[config.mk]
export PLATFORM = sky130hd
export DESIGN_NAME = pressure_switch_debounce_unit
export DESIGN_NICKNAME = d
export VERILOG_FILES = /design/src/rtl/psd_pkg.sv /design/src/rtl/psd_cfg_regs.sv /design/src/rtl/psd_scale.sv /design/src/rtl/psd_ctrl.sv /design/src/rtl/pressure_switch_debounce_unit.sv
export SDC_FILE = /design/constraint.sdc
export NUM_CORES = 1
export LEC_CHECK = 0
export ABC_AREA = 0
export BUFFER_PORTS_ARGS = -buffer_cell sky130_fd_sc_hd__buf_2
export CORE_ASPECT_RATIO = 1.25
export CORE_UTILIZATION = 50
export CTS_CLUSTER_SIZE = 10
export DETAILED_ROUTE_END_ITERATION = 10
export PLACE_DENSITY_LB_ADDON = 0.3
export SLEW_MARGIN = 20
export SYNTH_ARGS = -nofsm -noshare
export SYNTH_HDL_FRONTEND = slang
export SYNTH_SLANG_ARGS = --single-unit
[constraint.sdc]
create_clock -name clk_i -period 26 [get_ports clk_i]
set_input_delay 6.5 -clock clk_i [delete_from_list [all_inputs] [get_ports clk_i]]
set_output_delay 6.5 -clock clk_i [all_outputs]
set_load 0.05 [all_outputs]
[src/rtl/psd_pkg.sv]
// Shared types, register codes and scaling constants for the pressure switch debounce unit.
// No dependencies; every other file of the block imports this package.
`timescale 1ns / 1ps
`default_nettype none

package psd_pkg;

  // Widths fixed by the field definitions.
  localparam int unsigned RAW_W      = 10;
  localparam int unsigned PRESS_W    = 13;
  localparam int unsigned THR_W      = 11;
  localparam int unsigned BOUNCE_W   = 7;
  localparam int unsigned DUR_W      = 16;
  localparam int unsigned CNT_W      = 8;
  localparam int unsigned CFG_IDX_W  = 2;
  localparam int unsigned CFG_DATA_W = 16;
  localparam int unsigned IN_DATA_W  = 16;
  localparam int unsigned OUT_DATA_W = 16;

  // Default width of the bleed countdown.
  localparam int unsigned BLEED_BITS_DEFAULT = 16;

  // Scaling: (raw - 80) * 25 / 8, truncating toward zero.
  localparam logic signed [RAW_W:0]   RAW_OFFSET  = 11'sd80;
  localparam logic signed [15:0]      SCALE_MUL   = 16'sd25;
  localparam int unsigned             SCALE_SHIFT = 3;
  localparam logic signed [15:0]      ROUND_BIAS  = 16'sd7;
  localparam logic signed [PRESS_W-1:0] PRESS_MAX = 13'sd2000;

  // Counter value that a forced shutdown loads; it meets any bounce count.
  localparam logic signed [CNT_W:0] FORCE_CNT = 9'sd127;

  // Register reset values.
  localparam logic [THR_W-1:0]    OFF_THR_RESET = 11'd1200;
  localparam logic [THR_W-1:0]    ON_THR_RESET  = 11'd900;
  localparam logic [BOUNCE_W-1:0] BOUNCE_RESET  = 7'd5;
  localparam logic [DUR_W-1:0]    BLEED_RESET   = 16'd2000;

  typedef enum logic {
    OP_SAMPLE = 1'b0,
    OP_TICK   = 1'b1
  } op_e;

  typedef enum logic [CFG_IDX_W-1:0] {
    CFG_OFF_THR = 2'd0,
    CFG_ON_THR  = 2'd1,
    CFG_BOUNCE  = 2'd2,
    CFG_BLEED   = 2'd3
  } cfg_idx_e;

  typedef struct packed {
    logic [THR_W-1:0]    off_threshold;
    logic [THR_W-1:0]    on_threshold;
    logic [BOUNCE_W-1:0] switch_samples;
    logic [DUR_W-1:0]    bleed_duration;
  } cfg_t;

  typedef struct packed {
    logic                       compressor_on;
    logic                       bleed_open;
    logic signed [PRESS_W-1:0]  pressure_tenths;
    logic                       fault;
  } result_t;

endpackage

`default_nettype wire

[src/rtl/psd_cfg_regs.sv]
// Configuration register file: thresholds, bounce count and bleed duration.
// Depends on psd_pkg.
`timescale 1ns / 1ps
`default_nettype none

module psd_cfg_regs (
  input  wire logic                            clk_i,
  input  wire logic                            rst_ni,
  input  wire logic                            cfg_we_i,
  input  wire logic [psd_pkg::CFG_IDX_W-1:0]   cfg_idx_i,
  input  wire logic [psd_pkg::CFG_DATA_W-1:0]  cfg_data_i,
  output psd_pkg::cfg_t                        cfg_o
);
  import psd_pkg::*;

  cfg_t cfg_q;
  cfg_t cfg_d;

  always_comb begin
    cfg_d = cfg_q;
    if (cfg_we_i) begin
      unique case (cfg_idx_e'(cfg_idx_i))
        CFG_OFF_THR: cfg_d.off_threshold  = cfg_data_i[THR_W-1:0];
        CFG_ON_THR:  cfg_d.on_threshold   = cfg_data_i[THR_W-1:0];
        CFG_BOUNCE:  cfg_d.switch_samples = cfg_data_i[BOUNCE_W-1:0];
        CFG_BLEED:   cfg_d.bleed_duration = cfg_data_i[DUR_W-1:0];
        default:     cfg_d = cfg_q;
      endcase
    end
  end

  always_ff @(posedge clk_i or negedge rst_ni) begin
    if (!rst_ni) begin
      cfg_q.off_threshold  <= OFF_THR_RESET;
      cfg_q.on_threshold   <= ON_THR_RESET;
      cfg_q.switch_samples <= BOUNCE_RESET;
      cfg_q.bleed_duration <= BLEED_RESET;
    end else begin
      cfg_q <= cfg_d;
    end
  end

  assign cfg_o = cfg_q;

endmodule

`default_nettype wire

[src/rtl/psd_scale.sv]
// Converts a raw ADC reading to tenths of PSI: (raw - 80) * 25 / 8, truncated toward zero.
// Depends on psd_pkg.
`timescale 1ns / 1ps
`default_nettype none

module psd_scale (
  input  wire logic [psd_pkg::RAW_W-1:0]          raw_i,
  output logic signed [psd_pkg::PRESS_W-1:0]      pressure_o
);
  import psd_pkg::*;

  logic signed [RAW_W:0] diff;
  logic signed [15:0]    prod;
  logic signed [15:0]    biased;
  logic signed [15:0]    shifted;

  // A negative product gets the divisor minus one added before the
  // arithmetic shift, so the shift rounds toward zero.
  assign diff    = $signed({1'b0, raw_i}) - RAW_OFFSET;
  assign prod    = 16'(diff) * SCALE_MUL;
  assign biased  = prod + (prod[15] ? ROUND_BIAS : 16'sd0);
  assign shifted = biased >>> SCALE_SHIFT;
  assign pressure_o = shifted[PRESS_W-1:0];

endmodule

`default_nettype wire

[src/rtl/psd_ctrl.sv]
// Controller state: debounce counter, compressor drive, bleed countdown and last sample.
// Depends on psd_pkg.
`timescale 1ns / 1ps
`default_nettype none

module psd_ctrl #(
  parameter int unsigned BLEED_COUNTER_BITS = psd_pkg::BLEED_BITS_DEFAULT
) (
  input  wire logic                               clk_i,
  input  wire logic                               rst_ni,
  input  wire logic                               valid_i,
  input  wire logic                               op_i,
  input  wire logic signed [psd_pkg::PRESS_W-1:0] pressure_i,
  input  wire logic                               quiet_i,
  input  wire psd_pkg::cfg_t                      cfg_i,
  output psd_pkg::result_t                        res_o
);
  import psd_pkg::*;

  logic                          running_q, running_d;
  logic signed [CNT_W-1:0]       cnt_q, cnt_d;
  logic [BLEED_COUNTER_BITS-1:0] bleed_q, bleed_d;
  logic signed [PRESS_W-1:0]     last_press_q, last_press_d;
  logic                          last_fault_q, last_fault_d;

  logic signed [CNT_W:0]         cnt_x;
  logic signed [CNT_W:0]         cnt_mid;
  logic signed [CNT_W:0]         bc_pos;
  logic signed [CNT_W:0]         bc_neg;
  logic signed [PRESS_W-1:0]     off_thr;
  logic signed [PRESS_W-1:0]     on_thr;
  logic                          bad;
  logic [BLEED_COUNTER_BITS+DUR_W-1:0] dur_ext;
  logic [BLEED_COUNTER_BITS-1:0] bleed_load;

  assign cnt_x   = {cnt_q[CNT_W-1], cnt_q};
  assign bc_pos  = $signed({2'b00, cfg_i.switch_samples});
  assign bc_neg  = -bc_pos;
  assign off_thr = $signed({2'b00, cfg_i.off_threshold});
  assign on_thr  = $signed({2'b00, cfg_i.on_threshold});
  assign bad     = (pressure_i < 0) || (pressure_i > PRESS_MAX) || quiet_i;

  // The duration is truncated or zero-extended to the countdown width.
  assign dur_ext    = {{BLEED_COUNTER_BITS{1'b0}}, cfg_i.bleed_duration};
  assign bleed_load = dur_ext[BLEED_COUNTER_BITS-1:0];

  always_comb begin
    running_d    = running_q;
    cnt_d        = cnt_q;
    bleed_d      = bleed_q;
    last_press_d = last_press_q;
    last_fault_d = last_fault_q;
    cnt_mid      = cnt_x;

    if (valid_i) begin
      if (op_e'(op_i) == OP_TICK) begin
        if (bleed_q != '0) begin
          bleed_d = bleed_q - 1'b1;
        end
      end else begin
        priority if (bad) begin
          cnt_mid = FORCE_CNT;
        end else if ((pressure_i > off_thr) && (cnt_x < bc_pos) && running_q) begin
          cnt_mid = cnt_x + 9'sd1;
        end else if ((pressure_i < on_thr) && (cnt_x > bc_neg) && !running_q) begin
          cnt_mid = cnt_x - 9'sd1;
        end else begin
          cnt_mid = '0;
        end

        priority if (cnt_mid >= bc_pos) begin
          cnt_d     = '0;
          running_d = 1'b0;
          if (running_q) begin
            bleed_d = bleed_load;
          end
        end else if (cnt_mid <= bc_neg) begin
          cnt_d     = '0;
          running_d = 1'b1;
        end else begin
          cnt_d = cnt_mid[CNT_W-1:0];
        end

        last_press_d = pressure_i;
        last_fault_d = bad;
      end
    end
  end

  always_ff @(posedge clk_i or negedge rst_ni) begin
    if (!rst_ni) begin
      running_q    <= 1'b0;
      cnt_q        <= '0;
      bleed_q      <= '0;
      last_press_q <= '0;
      last_fault_q <= 1'b0;
    end else begin
      running_q    <= running_d;
      cnt_q        <= cnt_d;
      bleed_q      <= bleed_d;
      last_press_q <= last_press_d;
      last_fault_q <= last_fault_d;
    end
  end

  // Result of the item being processed, taken from the updated state.
  assign res_o.compressor_on   = running_d;
  assign res_o.bleed_open      = (bleed_d != '0);
  assign res_o.pressure_tenths = last_press_d;
  assign res_o.fault           = last_fault_d;

endmodule

`default_nettype wire

[src/rtl/pressure_switch_debounce_unit.sv]
// Pressure switch debounce unit, top level.
// An accepted word passes through the input register and then the result register, which drives the output.
// Throughput: one word per cycle unless the result stream stalls; the state update in psd_ctrl sets the rate.
// The input register frees up whenever the result register is empty or being drained.
// Reset (rst_ni low, asynchronous) turns the compressor off, closes the bleed valve,
// clears the debounce counter and last sample, empties both stages, and loads default registers.
`timescale 1ns / 1ps
`default_nettype none

module pressure_switch_debounce_unit #(
  parameter int unsigned BLEED_COUNTER_BITS = psd_pkg::BLEED_BITS_DEFAULT
) (
  input  wire logic                            clk_i,
  input  wire logic                            rst_ni,

  // Input stream.
  input  wire logic                            s_axis_tvalid,
  output logic                                 s_axis_tready,
  // tdata, low bit up: raw_sample[9:0], quiet[10], zero padding[15:11].
  input  wire logic [psd_pkg::IN_DATA_W-1:0]   s_axis_tdata,
  // tuser: operation (0 = pressure sample, 1 = millisecond tick).
  input  wire logic                            s_axis_tuser,

  // Result stream.
  output logic                                 m_axis_tvalid,
  input  wire logic                            m_axis_tready,
  // tdata, low bit up: compressor_on[0], bleed_open[1], pressure_tenths[14:2], fault[15].
  output logic [psd_pkg::OUT_DATA_W-1:0]       m_axis_tdata,

  // Configuration write port.
  input  wire logic                            cfg_we_i,
  input  wire logic [psd_pkg::CFG_IDX_W-1:0]   cfg_idx_i,
  input  wire logic [psd_pkg::CFG_DATA_W-1:0]  cfg_data_i
);
  import psd_pkg::*;

  // Input register: holds one accepted word until the controller consumes it.
  logic               in_valid_q, in_valid_d;
  logic               in_op_q, in_op_d;
  logic [RAW_W-1:0]   in_raw_q, in_raw_d;
  logic               in_quiet_q, in_quiet_d;

  // Result register.
  logic               out_valid_q, out_valid_d;
  result_t            out_res_q, out_res_d;

  logic               advance;
  logic               s_fire;
  cfg_t               cfg;
  logic signed [PRESS_W-1:0] pressure;
  result_t            res;

  // The word in the input register moves on whenever the result register
  // is empty or its word is taken in this same cycle.
  assign advance       = in_valid_q && (!out_valid_q || m_axis_tready);
  assign s_axis_tready = !in_valid_q || advance;
  assign s_fire        = s_axis_tvalid && s_axis_tready;

  psd_cfg_regs u_cfg (
    .clk_i     (clk_i),
    .rst_ni    (rst_ni),
    .cfg_we_i  (cfg_we_i),
    .cfg_idx_i (cfg_idx_i),
    .cfg_data_i(cfg_data_i),
    .cfg_o     (cfg)
  );

  psd_scale u_scale (
    .raw_i     (in_raw_q),
    .pressure_o(pressure)
  );

  psd_ctrl #(
    .BLEED_COUNTER_BITS(BLEED_COUNTER_BITS)
  ) u_ctrl (
    .clk_i     (clk_i),
    .rst_ni    (rst_ni),
    .valid_i   (advance),
    .op_i      (in_op_q),
    .pressure_i(pressure),
    .quiet_i   (in_quiet_q),
    .cfg_i     (cfg),
    .res_o     (res)
  );

  always_comb begin
    in_valid_d = in_valid_q;
    in_op_d    = in_op_q;
    in_raw_d   = in_raw_q;
    in_quiet_d = in_quiet_q;
    if (s_fire) begin
      in_valid_d = 1'b1;
      in_op_d    = s_axis_tuser;
      in_raw_d   = s_axis_tdata[RAW_W-1:0];
      in_quiet_d = s_axis_tdata[RAW_W];
    end else if (advance) begin
      in_valid_d = 1'b0;
    end
  end

  always_comb begin
    out_valid_d = out_valid_q;
    out_res_d   = out_res_q;
    if (advance) begin
      out_valid_d = 1'b1;
      out_res_d   = res;
    end else if (m_axis_tready) begin
      out_valid_d = 1'b0;
    end
  end

  always_ff @(posedge clk_i or negedge rst_ni) begin
    if (!rst_ni) begin
      in_valid_q  <= 1'b0;
      out_valid_q <= 1'b0;
    end else begin
      in_valid_q  <= in_valid_d;
      out_valid_q <= out_valid_d;
    end
  end

  // Payload registers carry no reset.
  always_ff @(posedge clk_i) begin
    in_op_q    <= in_op_d;
    in_raw_q   <= in_raw_d;
    in_quiet_q <= in_quiet_d;
    out_res_q  <= out_res_d;
  end

  assign m_axis_tvalid = out_valid_q;
  assign m_axis_tdata  = {out_res_q.fault, out_res_q.pressure_tenths,
                          out_res_q.bleed_open, out_res_q.compressor_on};

`ifndef SYNTHESIS
  // A word handed to the result register must show up as a valid output.
  assert property (@(posedge clk_i) disable iff (!rst_ni)
    advance |=> m_axis_tvalid)
    else $error("result word lost after leaving the input register");

  // A fault always forces the compressor off.
  assert property (@(posedge clk_i) disable iff (!rst_ni)
    (m_axis_tvalid && m_axis_tdata[OUT_DATA_W-1]) |-> !m_axis_tdata[0])
    else $error("compressor running while a fault is reported");

  // A result word that is not taken stays valid and unchanged.
  assert property (@(posedge clk_i) disable iff (!rst_ni)
    (m_axis_tvalid && !m_axis_tready) |=> (m_axis_tvalid && $stable(m_axis_tdata)))
    else $error("result word changed while stalled");
`endif

endmodule

`default_nettype wire
==> summary.txt <==
Critical path
  – CP Capture Type: output port
  – WS Path Type: in2out
  – WP data required: 19,500 ps
  – Worst Reg-to-Reg Cells: 44
  – Worst-path maximum fanout: 3
  – RR Startpoint: in_raw_q[4]
  – FF-to-FF End: m_axis_tdata[1]
  – CP arrival: 7000 ps
  – R2R setup slack: between 10,000 and 15,000 ps
  – Crit path launch type: input port

Final layout
  – Share of cells above drive strength 1: 19.1%
  – Area grow syn2layout: 13.4%
  – Fin nets: between 1,000 and 1,500
  – Commonest non-fill, non-tap cells in the layout: nand2_1 (105), ha_1 (92), dfrtp_1 (70)
  – Antenna cells: 0
  – Most common cell after layout, fill and taps aside: nand2_1
  – Non-filler cells in the finished layout: 1,099

Clock network
  – Post-cts sizing count: 0
  – CTS root buf: clkbuf_16
  – Clock tree buffer depth: 2
  – CTS H-tree depth: 4
  – CTS tree: built
  – # Post-CTS Setup Buffers: 0
  – TritonCTS buffer count: 17
  – CTS clk-pin slew, worst paths: 60 ps
  – Clock Latency Late Sink: 420 ps
  – Hold buffers post-CTS: 0
  – Clk sink count: 114

Detailed routing
  – Residual DRC: 0
  – Initial DRC Count: 364
  – Detail Route Antenna Nets: 0
  – Via density: roughly 5.7
  – Drt total wl: 18.5 mm
  – DR pass1 iterations: 5
  – Drt wl/cell: ~17 µm
  – DR vias: 6,285

Synth
  – Async set or reset register ratio after synthesis: between 70 and 80%
  – Synth Cell Area: 0.00799 mm²
  – Post-Syn Nets: 960
  – Synth Flop Type: dfrtp_1
  – Distinct cell type count after synthesis: between 70 and 80
  – Yosys reg bits: 114
  – Number of synthesized flops with an enable pin: 28
  – Post-synthesis sequential area ratio: 37.7%
  – Post-Syn Area per Cell: 9.73 µm²
  – Cell count after synthesis: ~820
  – Synth Warn #: 0

Place
  – Dpl hpwl: about 14 mm
  – GPL Wtd Cong: roughly 0.9
  – PortBufs: 52
  – Inst Count DP: 1,067

Timing
  – RSZ-0062 raised after global routing: false
  – Final max-slew violation count: 0
  – Final hold viol count: 0
  – Final Critical Period: 13,500 ps
  – Slew headroom: between 40% and 50%
  – Slew @ Worst Pin: a little under 900 ps
  – Setup_tns: 0 ps
  – Setup Skew: 9.82 ps
  – # setup viols final: 0
  – Fin crit share: about half
  – Max frequency: 0.0741 GHz

Floorplanning
  – FP Rows: 51
  – Die Wd: 115 µm
  – I/O pins: 58
  – Die H: approximately 140 µm
  – Initial core utilization: 51.3%
  – Core area: 0.0156 mm²
  – Total Die Area: roughly 0.016 mm²

Flow run
  – Max-cap violation count: 0

Pwr
  – Power density cells: 114 mW/mm²
  – Pleak: 4.09 nW
  – VDD IR max: between 70 and 80 µV

GRT
  – GRT Util Overall: 23.8%
  – First-pass GRT wire length: 30.0 mm
  – Initial antenna violation count: 0
  – Largest net degree at the start of global routing: 47
  – Total congestion overflow: 0
  – Vias in the first global route: 6,143

Outcome
  – Status: completed

Worst hold path
  – Min-Delay Path Class: reg2reg
  – Worst hold path endpoint: u_ctrl.last_press_q[2]
  – Hold path depth: 2
  – Worst hold start: u_ctrl.last_press_q[2]
state kept, by name, indices dropped and copies added, names as in the netlist:
register / flops
u_ctrl.last_fault_q: 1
m_axis_tvalid: 1
u_ctrl.last_press_q: 13
in_valid_q: 1
in_quiet_q: 1
in_raw_q: 10
u_ctrl.bleed_q: 16
u_ctrl.cnt_q: 8
u_ctrl.running_q: 1
u_cfg.cfg_o: 45
in_op_q: 1
m_axis_tdata: 16
metrics by stage:
step | total power, W | hold slack (ps) | instance area [µm²] | setup WS, ps | utilization [%]
3_3_place_gp | 0.000772 | 453 | 8450 | 12490 | 54.3
4_1_cts | 0.00103 | 477 | 9060 | 12500 | 58.2
6_report | 0.00103 | 469 | 9060 | 12500 | 58.2
3_5_place_dp | 0.000783 | 459 | 8450 | 12500 | 54.3
2_1_floorplan | 0.000656 | 437 | 7990 | 12520 | -
5_1_grt | 0.00111 | 489 | 9060 | 12390 | 58.2
final cells by class:
| class | instances | area, µm² |
|---|---|---|
| clock buffers | 17 | 425 |
| clock inverters | 15 | 181 |
| fillers | 1401 | 6510 |
| inverters | 62 | 233 |
| multi-input cells | 620 | 4620 |
| flip-flops and latches | 114 | 3010 |
| well taps | 212 | 265 |
| repair buffers | 59 | 315 |
power by group:
part	internal, W	switching, W	leakage, nW
Sequential	0.000236	0.0000408	1.30
Combinational	0.000205	0.000307	2.50
Clock	0.000151	0.0000905	0.292
worst max-delay path, stage by stage:
cell	delay, ps
buf_2	100
nand3b_1	170
buf_2	230
cells in the mapped netlist (3+ instances only):
cell | count | area [µm²]
a2111oi_0 | 4 | 35.0
a31oi_1 | 3 | 18.8
and2_1 | 3 | 18.8
o22ai_1 | 7 | 43.8
clkbuf_1 | 19 | 71.3
and4_1 | 4 | 35.0
nor2_1 | 46 | 173
nor3_1 | 19 | 95.1
xnor2_1 | 21 | 184
dfrtp_1 | 70 | 1750
nor2b_1 | 11 | 68.8
o211ai_1 | 7 | 52.6
nand3_1 | 15 | 75.1
nor4_1 | 3 | 18.8
nor3b_1 | 8 | 60.1
or3_1 | 4 | 25.0
a21o_1 | 12 | 90.1
buf_6 | 3 | 33.8
nand2_1 | 105 | 394
o21a_1 | 7 | 52.6
and3_1 | 5 | 31.3
inv_1 | 62 | 233
a221oi_1 | 8 | 70.1
mux2_2 | 36 | 405
a21oi_1 | 29 | 145
dfstp_2 | 16 | 420
a22o_1 | 6 | 52.6
or4_1 | 3 | 22.5
ha_1 | 92 | 1150
nand2b_1 | 13 | 81.3
o221a_2 | 5 | 56.3
mux2i_1 | 4 | 40.0
o21ai_0 | 50 | 250
nand4_1 | 11 | 68.8
fa_1 | 7 | 140
xor2_1 | 16 | 140
a211oi_1 | 5 | 37.5
nand3b_1 | 4 | 30.0
edfxtp_1 | 28 | 841
per-layer routing:
layer	vias up	global-route usage [%]	part of all wire (%)
met2	147	42.3	51
met4	0	9.30	2.3
met5	-	0	0
met3	37	4.47	3.8
met1	3018	28.3	43
li1	3083	-	-
cell families (layout without fill, tap and decap cells):
| logic type | count (synthesis) | in the layout | share of synthesized area, % |
|---|---|---|---|
| AND/OR/NAND/NOR | 273 | 273 | 17.1 |
| AO/OA/AOI/OAI | 171 | 171 | 14.9 |
| flip-flops | 114 | 114 | 37.7 |
| adder cells (fa/ha/maj) | 99 | 99 | 16.2 |
| buffers and inverters | 87 | 153 | 4.46 |
| multiplexers | 40 | 40 | 5.58 |
| XOR/XNOR | 37 | 37 | 4.06 |
how the worst max path moves through the flow:
stage / slack [ps] / from / endpoint / cells past startpoint
2_1_floorplan: 12520 / m_axis_tready / s_axis_tready / 1
5_1_grt: 12390 / in_raw_q[4] / m_axis_tdata[1] / 44
4_1_cts: 12500 / m_axis_tready / s_axis_tready / 3
6_report: 12500 / m_axis_tready / s_axis_tready / 3
3_5_place_dp: 12500 / m_axis_tready / s_axis_tready / 3
3_3_place_gp: 12490 / m_axis_tready / s_axis_tready / 3
(Power assumes the default switching activity.)
